--- config.mk ---
export PLATFORM = sky130hd
export DESIGN_NAME = ebfc_cfg
export DESIGN_NICKNAME = d
export VERILOG_FILES = /design/src/design/ebfc_pkg.sv /design/src/design/ebfc_cfg.sv
export SDC_FILE = /design/constraint.sdc
export NUM_CORES = 1
export LEC_CHECK = 0
export BUFFER_PORTS_ARGS = -buffer_cell sky130_fd_sc_hd__clkbuf_2
export CORE_MARGIN = 2
export CORE_UTILIZATION = 30
export DETAILED_ROUTE_END_ITERATION = 8
export GPL_ROUTABILITY_DRIVEN = 0
export PLACE_DENSITY = 0.57
export REMOVE_ABC_BUFFERS = 1
export SYNTH_ARGS = -nofsm -noshare
export SYNTH_HDL_FRONTEND = slang
export SYNTH_SLANG_ARGS = --single-unit
--- constraint.sdc ---
create_clock -name clk -period 3.55 [get_ports clk]
set_clock_uncertainty 0.05 [all_clocks]
set_input_delay 0.355 -clock clk [delete_from_list [all_inputs] [get_ports clk]]
set_output_delay 0.355 -clock clk [all_outputs]
set_load 0.005 [all_outputs]
--- src/design/ebfc_pkg.sv ---
package ebfc_pkg;

  // Fixed field widths
  localparam int CFG_DATA_W  = 48;
  localparam int CFG_IDX_W   = 3;
  localparam int RATE_W      = 32;
  localparam int INIT_LVL_W  = 48;
  localparam int MAX_LVL_W   = 47;
  localparam int OUT_LVL_W   = 48;

  // Parameter defaults
  localparam int DEFAULT_TIME_WIDTH  = 32;
  localparam int DEFAULT_LEVEL_WIDTH = 48;

  // Register indexes
  localparam logic [CFG_IDX_W-1:0] REG_INITIAL_LEVEL     = 3'd0;
  localparam logic [CFG_IDX_W-1:0] REG_WINDOW_START_TIME = 3'd1;
  localparam logic [CFG_IDX_W-1:0] REG_RESTORE_RATE      = 3'd2;
  localparam logic [CFG_IDX_W-1:0] REG_CONSUME_RATE      = 3'd3;
  localparam logic [CFG_IDX_W-1:0] REG_STARTUP_COST      = 3'd4;
  localparam logic [CFG_IDX_W-1:0] REG_MAX_LEVEL         = 3'd5;

  typedef struct packed {
    logic [INIT_LVL_W-1:0] initial_level;
    logic [RATE_W-1:0]     window_start_time;
    logic [RATE_W-1:0]     restore_rate;
    logic [RATE_W-1:0]     consume_rate;
    logic [RATE_W-1:0]     startup_cost;
    logic [MAX_LVL_W-1:0]  max_level;
  } cfg_t;

endpackage

--- src/design/ebfc_cfg.sv ---
module ebfc_cfg (
  input  logic                            clk,
  input  logic                            rst,
  input  logic                            cfg_write,
  input  logic [ebfc_pkg::CFG_IDX_W-1:0]  cfg_index,
  input  logic [ebfc_pkg::CFG_DATA_W-1:0] cfg_data,
  output ebfc_pkg::cfg_t                  cfg
);
  import ebfc_pkg::*;

  cfg_t regs;

  always_ff @(posedge clk) begin
    if (rst) begin
      regs <= '0;
    end else if (cfg_write) begin
      unique case (cfg_index)
        REG_INITIAL_LEVEL:     regs.initial_level     <= cfg_data[INIT_LVL_W-1:0];
        REG_WINDOW_START_TIME: regs.window_start_time <= cfg_data[RATE_W-1:0];
        REG_RESTORE_RATE:      regs.restore_rate      <= cfg_data[RATE_W-1:0];
        REG_CONSUME_RATE:      regs.consume_rate      <= cfg_data[RATE_W-1:0];
        REG_STARTUP_COST:      regs.startup_cost      <= cfg_data[RATE_W-1:0];
        REG_MAX_LEVEL:         regs.max_level         <= cfg_data[MAX_LVL_W-1:0];
        default: ;  // unmapped index, write dropped
      endcase
    end
  end

  assign cfg = regs;

endmodule

; Yosys cells after proc, flatten, opt, wreduce, memory -nomap -nowiden
; Cells that the tools add are included.
[word_totals]
ff_bits = 223
inputBits = 54
[op_classes]
n_eq_ne = 5
n_reduce_logical = 7
[op_table]
columns = cell, count
row1 = AND reduction 2 bit, 6
row2 = == test 3 x 2 -> 1 bit (second input constant), 2
row3 = == test 3 bit (second input constant), 2
row4 = == test 3 x 1 -> 1 bit (second input constant), 1
row5 = logical NOT 3 bit, 1

; Depth between registers and ports, before layout
; Gate-level depths: netlist (run 1).
[logic_depth]
depth_word = 2
mapped_depth = 5

; Worst setup path after synthesis (run 1)
; No wires, ideal clock.
[synth_path]
path_kind = input-to-reg
start = in cfg_index[1] in the netlist's numbering
end = reg regs (netlist bit cfg[212])
setup_time_ps = 120
t_arrival_ps = 1254
setup_slack_ps = 2127
stages = 4
n_path_buf = 2
cell_sequence = or4b_1 > buf_2 > buf_6 > mux2i_1
[synth_between]
elab_chain_cells = 2
[synth_rtl]
columns = item, line
row1 = start: declaration, ebfc_cfg.sv:5  ; input logic [ebfc_pkg::CFG_IDX_W-1:0] cfg_index,
row2 = logical NOT 3 bit, ebfc_cfg.sv:17  ; unique case (cfg_index)
row3 = AND reduction 2 bit (no source line), --
row4 = end: declaration, ebfc_cfg.sv:11  ; cfg_t regs;
; No other way between the ends.
; A chain may end at the register's enable or synchronous reset.

; Final worst setup path (run 1)
[layout_path]
start = in cfg_index[2] in the netlist's numbering
end = reg regs (netlist bit cfg[152])
[layout_between]
elab_chain_cells = 2
[layout_rtl]
columns = item, line
row1 = == test 3 x 1 -> 1 bit, ebfc_cfg.sv:17
row2 = AND reduction 2 bit (no source line), --
; No other way between the ends.

==> results of run 1 <==
==> synth_stat cells (all sizes together) <==
library cell	instances	area (µm²)
and4b	1	10.0
buf	24	134
clkbuf	33	124
dfxtp	223	4460
mux2i	223	2230
nand2b	271	1700
nand4b	2	17.5
nand4bb	3	33.8
nor4b	1	8.76
or4b	1	10.0
==> where the power goes <==
group	internal [mW]	leakage [nW]	switching, mW
logic	0.177	3.54	0.183
clock network	1.50	0.396	1.03
registers	2.56	1.80	0.0297
==> worst max-delay path, delay by kind of cell <==
kind | cells | cell delay (ns)
muxes | 1 | 0.41
buffers and inverters | 1 | 0.16
and+or+nand+nor | 1 | 0.95
==> cell families after synthesis <==
kind of cell  count (synthesis)
simple gates                279
buf+inv                      57
flops                       223
mux                         223
==> final cells by class <==
type                    instances  area [µm²]  share of cell area (%)
flip-flops and latches        223        4460                    39.4
multi-input cells             502        4060                    35.8
repair buffers                290        1510                    13.4
clock buffers                  43         786                    6.93
well taps                     384         480                    4.24
clock inverters                 4        28.8                   0.254
==> path summary, 6_finish.rpt <==
kind,start,to,slack [ns],cells past startpoint
worst max register to register,cfg[149]$_SDFFE_PP0P_,cfg[149]$_SDFFE_PP0P_,2.87,2
worst min-delay path,cfg_data[47],cfg[222]$_SDFFE_PP0P_,0.04,3
worst max-delay path,cfg_index[2],cfg[152]$_SDFFE_PP0P_,2.02,3
worst min register to register,cfg[190]$_SDFFE_PP0P_,cfg[190]$_SDFFE_PP0P_,0.42,2
==> stage by stage <==
step	hold slack (ns)	setup WS, ns
CTS	0.00856	2.02
finish	0.0384	2.02
floorplan	0.414	-2.87
detailed placement	0.411	1.48
global placement	0.407	1.50
global route	0.0354	1.92
==> routing by layer <==
layer	track usage [%]	routed length [µm]
met5	0	0
met4	2.99	269
met3	5.33	2110
met2	23.6	9860
met1	19.7	11000
==> metrics.md, run 1 <==
| Metric | Value |
|---|---|
| Status | completed |
| Xor and xnor fraction of the mapped netlist area | 0% |
| Commonest cells after routing, fill and taps aside | 275 x clkbuf_2, 271 x nand2b_1, 223 x mux2i_1, 223 x dfxtp_1, 27 x clkbuf_16 |
| Post-synthesis mux area share | between 20% and 30% |
| Gate Count Post-Synth | 782 |
| Largest family of logic cells by synthesized area | multiplexers |
| Commonest non-fill, non-tap cell in the layout | clkbuf_2 |
| Crit path DAT | between 1.5 and 2 ns |
| Post-CTS setup buffer count | 0 |
| GRT Residual Overflow | 0 |
| Compound-Gate Fraction of Synth Area | 0% |
| CP max-delay cell | nand4bb_4 |
| Worst Setup End Kind | flop |
| Die Height | 175 µm |
| Post-DP Area | ~11,000 µm² |
| Routed wire length | between 20,000 and 25,000 µm |
| HPWL after detailed placement | approximately 15,000 µm |
| Post-Synth Simple-Gate Area | between 20% and 30% |
| CP max FO | 32 |
| Ant. Diodes | 0 |
| Yosys cell types | 12 |
| RSZ-0062 raised after global routing | false |
| Final hold violation count | 0 |
| # DRC | 0 |
| Register area share after synthesis | around half |
| Core ar. | approximately 29,000 µm² |
| Worst-margin pin slew | around 1.0 ns |
| Later-pin clock latency in the skew report | between 0.5 and 0.6 ns |
| Slew headroom | between 30% and 40% |
| Synthesized cell area | ~8700 µm² |
| Vias in the first global route | 6,391 |
| Die width | approximately 170 µm |
| Leakage | around 5.7 nW |
| Total CTS buffers | 26 |
| Final ANT Viol Nets | 0 |
| Longest Clk Path Bufs | 3 |
| CTS Hold Buffers Added | 0 |
| Max-slew violations | 0 |
| First-pass GRT wire length | between 30,000 and 40,000 µm |
| Final min period | 1.53 ns |
| Clock root buffer | clkbuf_16 |
| I/O pins | 277 |
| Fin util | between 30% and 40% |
| Clock Pin Slew Worst Setup and Hold Paths | about 0.060 ns |
| # fillers | between 2,000 and 3,000 |
| Synthesis Warnings | 0 |
| Required @ worst endpoint | between 3 and 4 ns |
| PD cells | 484 nW/µm² |
| Post_cts resized | 0 |
| Die area | slightly above 30,000 µm² |
| H-Tree Depth | 1 |
| Area Growth Syn to Fin | 29.9% |
| Drt wl/cell | between 15 and 20 µm |
| Power Total | roughly 5.5 mW |
| Slowest stage delay, CP | roughly 0.95 ns |
| # setup viols final | 0 |
| CP Class | primary input to flop |
| Max-cap violations | 0 |
| Post-Synth Adder-Cell Area | 0% |
| Period utilization | 43.2% |
| Startpoint Class | primary input |
| Largest net degree at the start of global routing | just over 60 |
| Finished Layout Cells | 1,446 |
| Finished Cell Area | approximately 11,000 µm² |
| HP Class | primary input to flop |
| Final TNS setup | 0 ns |
| Seq cells post-synth | approximately 220 |
| DR iter-0 viols | ~170 |
| Initial antenna violation count | 0 |
| Max reg flops | between 200 and 250 |
| Initial Util | 30.4% |
| Via count | between 6,000 and 7,000 |
| CP cell instances | clkbuf_2, nand4bb_4, mux2i_1 |
| First-pass DRT Iterations | 4 |
| Placed cells | 1,399 |
| CTS tree | built |
| Vias/cell | between 4 and 5 |
| Number of port buffers | about 280 |
| CTS Sinks | around 220 |
| Share of layout cells above drive strength 1 | between 30 and 40% |
| Max frequency | 0.652 GHz |
| Avg Cell Area, Syn | about 11 µm² |
| GRT Total Usage | approximately 15% |
| Max IR drop VDD | 0.306 mV |
| Nets | 1,097 |
| Rows | 62 |
Note: power is estimated with default switching activity, not from simulation.
==> inputs of run 2 (changes only) <==
==> constraint.sdc (replaced) <==
create_clock -name clk -period 1.5 [get_ports clk]
set_clock_uncertainty 0.05 [all_clocks]
set_input_delay 0.15 -clock clk [delete_from_list [all_inputs] [get_ports clk]]
set_output_delay 0.15 -clock clk [all_outputs]
set_load 0.005 [all_outputs]
==> run 2 against run 1 <==
Die area unchanged. Largest power group is now clock. Register-to-register slack got worse by 2.0 ns. Cell area is 6.7% higher. Global-route usage is 0.25 points higher. Final cell count up 3.9%. Via count grew 4.2%. Power increased by 150%.
==> metrics.md, run 2 (synthesis results as in run 1) <==
| Metric | Value |
|---|---|
| Reg-to-reg critical path endpoint | cfg[141]$_SDFFE_PP0P_ (was cfg[149]$_SDFFE_PP0P_) |
| Place WS | 0.0659 ns (was 1.48 ns) |
| Later-pin clock latency in the skew report | 0.52 ns (was 0.51 ns) |
| Worst setup margin | 0.270 ns (was 2.02 ns) |
| Longest Clk Path Bufs | 3 (unchanged) |
| GRT Residual Overflow | 0 (unchanged) |
| H-Tree Depth | 1 (unchanged) |
| FF-to-FF Start | cfg[141]$_SDFFE_PP0P_ (was cfg[149]$_SDFFE_PP0P_) |
| Worst path top cell family by delay | flip-flops (was simple AND/OR/NAND/NOR gates) |
| Max-slew violations | 0 (unchanged) |
| Die width | 175 µm (unchanged) |
| Share of layout cells above drive strength 1 | 31.4% (was 31.1%) |
| Period utilization | 82.0% |
| CP max FO | 2 (was 32) |
| # DRC | 0 (unchanged) |
| Leakage | 6.09 nW (was 5.74 nW) |
| HPWL after detailed placement | 16,000 µm (was 15,300 µm) |
| Drt wl/cell | 15.9 µm (was 16.1 µm) |
| RSZ-0062 raised after global routing | false (unchanged) |
| Max reg flops | 223 (unchanged) |
| Commonest non-fill, non-tap cell in the layout | clkbuf_2 (unchanged) |
| Max frequency | approximately 0.81 GHz |
| Slew headroom | 76.6% (was 30.8%) |
| Routed wire length | 23,800 µm (was 23,200 µm) |
| Commonest cells after routing, fill and taps aside | 275 x clkbuf_2, 271 x nand2b_1, 223 x mux2i_1, 223 x dfxtp_1, 43 x dlygate4sd3_1 (was 275 x clkbuf_2, 271 x nand2b_1, 223 x mux2i_1, 223 x dfxtp_1, 27 x clkbuf_16) |
| First-pass DRT Iterations | 4 (unchanged) |
| CTS Sinks | 223 (unchanged) |
| WP buf/inv | 1 (unchanged) |
| # fillers | 2,797 (was 2,900) |
| Worst Setup End Kind | primary output (was flop) |
| CTS tree | built (unchanged) |
| Slowest stage delay, CP | 0.36 ns (was 0.95 ns) |
| Area of the multi-input gates | 4060 µm² (unchanged) |
| Ant. Diodes | 0 (unchanged) |
| Initial antenna violation count | 0 (unchanged) |
| Final min period | between 1 and 1.5 ns |
| Required @ worst endpoint | 1.30 ns (was 3.92 ns) |
| Clock Pin Slew Worst Setup and Hold Paths | 0.06 ns (about the same) |
| Worst-margin pin slew | 0.351 ns (was 1.04 ns) |
| Die Height | 175 µm (unchanged) |
| Number of port buffers | 276 (unchanged) |
| Worst hold path startpoint | cfg_data[19] (was cfg_data[47]) |
| Fin util | 42.1% (was 39.5%) |
| Initial Util | 30.4% (unchanged) |
| Area Growth Syn to Fin | 38.5% (was 29.9%) |
| R2R cell count | 2 (unchanged) |
| Max-cap violations | 0 (unchanged) |
| Hold slack | 0.0227 ns (was 0.0384 ns) |
| Hold Path Sink | cfg[19]$_SDFFE_PP0P_ (was cfg[222]$_SDFFE_PP0P_) |
| Status | completed (unchanged) |
| Final hold violation count | 0 (unchanged) |
| CP Class | flop to primary output (was primary input to flop) |
| Largest net degree at the start of global routing | 66 (was 61) |
| Final TNS setup | 0 ns (unchanged) |
| Final ANT Viol Nets | 0 (unchanged) |
| I/O pins | 277 (unchanged) |
| Nets | 1,154 (was 1,097) |
| Max IR drop VDD | 0.659 mV (was 0.306 mV) |
| PD cells | 1130 nW/µm² (was 484 nW/µm²) |
| Startpoint Class | flop (was primary input) |
| Total CTS buffers | 26 (unchanged) |
| Clock root buffer | clkbuf_16 (unchanged) |
| Hold Path Stages | 3 (unchanged) |
| Via count | 6,452 (was 6,191) |
| Core ar. | 28,700 µm² (unchanged) |
| CP cell instances | clkbuf_2 (was clkbuf_2, nand4bb_4, mux2i_1) |
| Vias in the first global route | 6,396 (was 6,391) |
| CP max-delay cell | dfxtp_1 (was nand4bb_4) |
| HP Class | primary input to flop (unchanged) |
| # setup viols final | 0 (unchanged) |
| Crit path DAT | 1.03 ns (was 1.90 ns) |
| First-pass GRT wire length | 37,200 µm (was 36,600 µm) |
| Sequential cell area | 4460 µm² (unchanged) |
| Critical Path Source | cfg[64]$_SDFFE_PP0P_ (was cfg_index[2]) |
| Rows | 62 (unchanged) |
| Power Total | 13.6 mW (was 5.49 mW) |
| Flop-to-flop setup slack | 0.83 ns (was 2.87 ns) |
| GRT Total Usage | 15.2% (was 14.9%) |
| Vias/cell | 4.29 (was 4.28) |
| Die area | 30,500 µm² (unchanged) |
| DR iter-0 viols | 200 (was 174) |
## run 2: how the worst max path moves through the flow
stage	endpoint	slack [ns]	depth (start not counted)
final	cfg[64]	0.27	1
after global routing	cfg[64]	0.20	1
after CTS	cfg[64]	0.21	1
after detailed placement	cfg[209]$_SDFFE_PP0P_	0.07	4
after global placement	cfg[192]$_SDFFE_PP0P_	0.08	4
after floorplan	cfg[175]$_SDFFE_PP0P_	-4.71	2
## run 2: metrics by stage
stage / instance area, µm² / instances
6_report: 12100 / 1503
5_1_grt: 12100 / 1503
4_1_cts: 12100 / 1503
3_5_place_dp: 10800 / 1413
3_3_place_gp: 10800 / 1413
2_1_floorplan: 8470 / 725
## run 2: metal layers
metal,part of all wire (%),track usage [%]
met3,7.7,4.72
met1,47,20.6
met2,43,23.7
met4,1.7,3.13
met5,0,0
## run 2: worst min-delay path, cell delays in order
cell and delay (ns):
clkbuf_2 0.08, nand2b_1 0.17, mux2i_1 0.16
## run 2: timing repair
item                                    in CTS  in global routing
hold buffers                                43                  0
hold endpoints to repair                   191                  0
setup buffers                                0                  0
endpoints found under the setup margin       0                  0
resized for setup                            0                  0
## run 2: report_power, final
group          total, mW  switching, mW  internal (mW)  leakage [nW]
sequential          6.13         0.0699           6.06          1.80
combinational      0.980          0.460          0.520          3.85
clock               6.52           2.50           4.02         0.444
## run 2: layout make-up
| class | count | share of cell area (%) |
|---|---|---|
| Tap cell | 384 | 3.97 |
| Clock inverter | 8 | 0.797 |
| Sequential cell | 223 | 36.9 |
| Multi-Input combinational cell | 502 | 33.6 |
| Clock buffer | 39 | 6.62 |
| Timing Repair Buffer | 347 | 18.1 |
==> inputs of run 3 (changes only) <==
--- a/config.mk
+++ b/config.mk
@@ -5,12 +5,13 @@
 export SDC_FILE = /design/constraint.sdc
 export NUM_CORES = 1
 export LEC_CHECK = 0
+export ABC_AREA = 1
 export BUFFER_PORTS_ARGS = -buffer_cell sky130_fd_sc_hd__clkbuf_2
 export CORE_MARGIN = 2
 export CORE_UTILIZATION = 30
 export DETAILED_ROUTE_END_ITERATION = 8
 export GPL_ROUTABILITY_DRIVEN = 0
-export PLACE_DENSITY = 0.57
+export PLACE_DENSITY = 0.59
 export REMOVE_ABC_BUFFERS = 1
 export SYNTH_ARGS = -nofsm -noshare
 export SYNTH_HDL_FRONTEND = slang
==> constraint.sdc (replaced) <==
create_clock -name clk -period 1.1 [get_ports clk]
set_clock_uncertainty 0.05 [all_clocks]
set_input_delay 0.11 -clock clk [delete_from_list [all_inputs] [get_ports clk]]
set_output_delay 0.11 -clock clk [all_outputs]
set_load 0.005 [all_outputs]
==> run 3 against run 2 <==
The run now ends with negative setup slack left. Critical endpoint is now cfg[180]. Clock power rose by 32%. Synthesized cell count is 63% higher. Utilization grew 4.3 points. Global-route usage rose by 4.0 points. Largest cell class unchanged. First-iteration DRC count rose to 3.1 times the previous value. Synthesized area is 0.32% higher. Critical path type unchanged. Final cell count is 33% higher.
==> metrics.md, run 3 <==
| Metric | Value |
|---|---|
| Later-pin clock latency in the skew report | 0.51 ns (was 0.52 ns) |
| Status | finished, violations left (was completed) |
| Period utilization | 103% |
| Final hold violation count | 0 (unchanged) |
| Rows | 62 (unchanged) |
| Max reg flops | 223 (unchanged) |
| Top cells by area, synth | dfxtp_1 51%, nor2_1 19%, nand3_1 13% (was dfxtp_1 51%, mux2i_1 26%, nand2b_1 19%) |
| Initial Util | 30.5% (was 30.4%) |
| Slew headroom | 75.4% (was 76.6%) |
| GRT Residual Overflow | 0 (unchanged) |
| Comb power frac | 11.8% (was 7.2%) |
| Finished Cell Area | 13,300 µm² (was 12,100 µm²) |
| Max-cap violations | 0 (unchanged) |
| Max frequency | roughly 0.88 GHz |
| Post-Synth Adder-Cell Area | 0% (unchanged) |
| Most frequent cell after synthesis | nor2_1 (was nand2b_1) |
| Initial antenna violation count | 1 (was 0) |
| HPWL after detailed placement | 19,200 µm (was 16,000 µm) |
| Largest family of logic cells by synthesized area | simple AND/OR/NAND/NOR gates (was multiplexers) |
| Synthesized cell area | 8760 µm² (was 8730 µm²) |
| Longest Clk Path Bufs | 3 (unchanged) |
| Commonest cells after routing, fill and taps aside | 446 x nor2_1, 229 x nand2_1, 223 x nand3_1, 223 x dfxtp_2, 177 x clkbuf_2 (was 275 x clkbuf_2, 271 x nand2b_1, 223 x mux2i_1, 223 x dfxtp_1, 43 x dlygate4sd3_1) |
| H-Tree Depth | 1 (unchanged) |
| Failing checks | negative setup slack |
| Leakage | 6.20 nW (was 6.09 nW) |
| Worst setup margin | -0.0378 ns (was 0.270 ns) |
| RSZ-0062 raised after global routing | true (was false) |
| Die width | 175 µm (about the same) |
| HP Class | primary input to flop (unchanged) |
| Power Total | 19.5 mW (was 13.6 mW) |
| Largest net degree at the start of global routing | 61 (was 66) |
| Vias in the first global route | 8,510 (was 6,396) |
| Drt wl/cell | 15.0 µm (was 15.9 µm) |
| Required @ worst endpoint | 0.94 ns (was 1.30 ns) |
| Number of port buffers | 276 (unchanged) |
| Die area | 30,600 µm² (was 30,500 µm²) |
| Final TNS setup | -2.89 ns (was 0 ns) |
| Final min period | between 1 and 1.5 ns |
| Max IR drop VDD | 0.989 mV (was 0.659 mV) |
| # setup viols final | 207 (was 0) |
| Startpoint Class | flop (unchanged) |
| CP Class | flop to primary output (unchanged) |
| I/O pins | 277 (unchanged) |
| Total CTS buffers | 26 (unchanged) |
| Commonest non-fill, non-tap cell in the layout | nor2_1 (was clkbuf_2) |
| DR iter-0 viols | 616 (was 200) |
| CTS Sinks | 223 (unchanged) |
| Sw power | 4.79 mW (was 3.03 mW) |
| Post-DP Area | 10,900 µm² (was 10,800 µm²) |
| Clock Pin Slew Worst Setup and Hold Paths | 0.06 ns (about the same) |
| CP cell instances | clkbuf_2 (unchanged) |
| Yosys top cell by area | dfxtp_1 (unchanged) |
| Post-Synth Simple-Gate Area | 42.2% (was 20.3%) |
| CP max-delay cell | dfxtp_2 (was dfxtp_1) |
| Fin util | 46.5% (was 42.1%) |
| Worst Setup End Kind | primary output (unchanged) |
| Nets | 1,658 (was 1,154) |
| Internal power | 14.7 mW (was 10.6 mW) |
| Register area share after synthesis | 51.0% (was 51.1%) |
| Flop-to-flop setup slack | 0.24 ns (was 0.83 ns) |
| First-pass DRT Iterations | 5 (was 4) |
| Via count | 9,147 (was 6,452) |
| Post-synth EDFFs | 0 (unchanged) |
| GRT Total Usage | 19.2% (was 15.2%) |
| Async SR Flop Fraction | 0% (unchanged) |
| Seq pwr share | 44.1% (was 45.0%) |
| Core ar. | 28,700 µm² (unchanged) |
| Hold slack | 0.0191 ns (was 0.0227 ns) |
| Final ANT Viol Nets | 0 (unchanged) |
| Commonest cells in the synthesized netlist | 454 x nor2_1, 229 x nand2_1, 223 x dfxtp_1, 223 x nand3_1, 52 x inv_1 (was 271 x nand2b_1, 223 x dfxtp_1, 223 x mux2i_1) |
| Net switching fraction of the power | 24.6% (was 22.3%) |
| Yosys top cell area share | 51.0% (was 51.1%) |
| Compound-Gate Fraction of Synth Area | 0% (unchanged) |
| Avg Cell Area, Syn | 6.86 µm² (was 11.2 µm²) |
| Share of layout cells above drive strength 1 | 38.0% (was 31.4%) |
| Crit path DAT | 0.98 ns (was 1.03 ns) |
| Gate Count Post-Synth | 1,277 (was 782) |
| Slowest stage delay, CP | 0.35 ns (was 0.36 ns) |
| Post-synthesis mux area share | 0% (was 25.6%) |
| Clock root buffer | clkbuf_16 (unchanged) |
| Synthesis Warnings | 0 (unchanged) |
| Die Height | 175 µm (about the same) |
| Yosys cell types | 11 (was 12) |
| Ys flop type | dfxtp_1 (unchanged) |
| Xor and xnor fraction of the mapped netlist area | 0% (unchanged) |
| WP buf/inv | 1 (unchanged) |
| # DRC | 0 (unchanged) |
| Routed wire length | 30,100 µm (was 23,800 µm) |
| Max-slew violations | 0 (unchanged) |
| CTS tree | built (unchanged) |
| Worst-margin pin slew | 0.368 ns (was 0.351 ns) |
| Seq cells post-synth | 223 (unchanged) |
| Worst path top cell family by delay | flip-flops (unchanged) |
| CP max FO | 2 (unchanged) |
| Clk pwr share | 44.1% (was 47.8%) |
| PD cells | 1460 nW/µm² (was 1130 nW/µm²) |
| Ant. Diodes | 0 (unchanged) |
| First-pass GRT wire length | 47,300 µm (was 37,200 µm) |
| Vias/cell | 4.56 (was 4.29) |
| Area Growth Syn to Fin | 52.3% (was 38.5%) |
[run 3: final timing paths]
kind / startpoint / endpoint / cells after the start
max: cfg[180]$_SDFFE_PP0P_ / cfg[180] / 1
min: cfg_data[6] / cfg[85]$_SDFFE_PP0P_ / 5
max reg2reg: cfg[137]$_SDFFE_PP0P_ / cfg[137]$_SDFFE_PP0P_ / 4
min reg2reg: cfg[0]$_SDFFE_PP0P_ / cfg[0]$_SDFFE_PP0P_ / 2
[run 3: kinds of logic (layout without fill, tap and decap cells)]
logic type / after synthesis / count (layout)
AND/OR/NAND/NOR: 908 / 908
flip-flops: 223 / 223
buffers and inverters: 146 / 491
[run 3: final cells by class]
cell class	instances	area, µm²
Clock buffer	42	812
Clock inverter	4	51.3
Fill cell	2848	15400
Inverter	55	214
Multi-Input combinational cell	908	3760
Sequential cell	223	4740
Tap cell	384	480
Timing Repair Buffer	390	3270
[run 3: power groups by stage]
stage	Combinational (mW)	Sequential (mW)	Clock [mW]
3_5_place_dp	1.99	8.70	0
3_3_place_gp	1.97	8.69	0
6_report	2.29	8.60	8.61
5_1_grt	2.56	8.63	9.20
4_1_cts	2.14	8.58	8.83
2_1_floorplan	1.01	8.70	0
[run 3: routing by layer]
metal  global-route usage, %  part of all wire (%)
met5                       0                 0.043
met4                    4.06                   1.8
met3                    4.74                   7.5
met2                    31.8                    47
met1                    25.3                    43
[run 3: what timing repair did]
item	in CTS	in global routing
hold buffers	48	0
resized for setup	224	183
setup endpoints to repair	223	266
hold endpoints to repair	216	0
buffers inserted	7	13
gates cloned	0	0
[run 3: metrics by stage]
stage	std cells	setup slack, ns
finish	2006	-0.0378
global route	2006	-0.0849
CTS	1993	-0.0760
detailed placement	1892	-0.195
global placement	1892	-0.141
floorplan	1186	-2.09
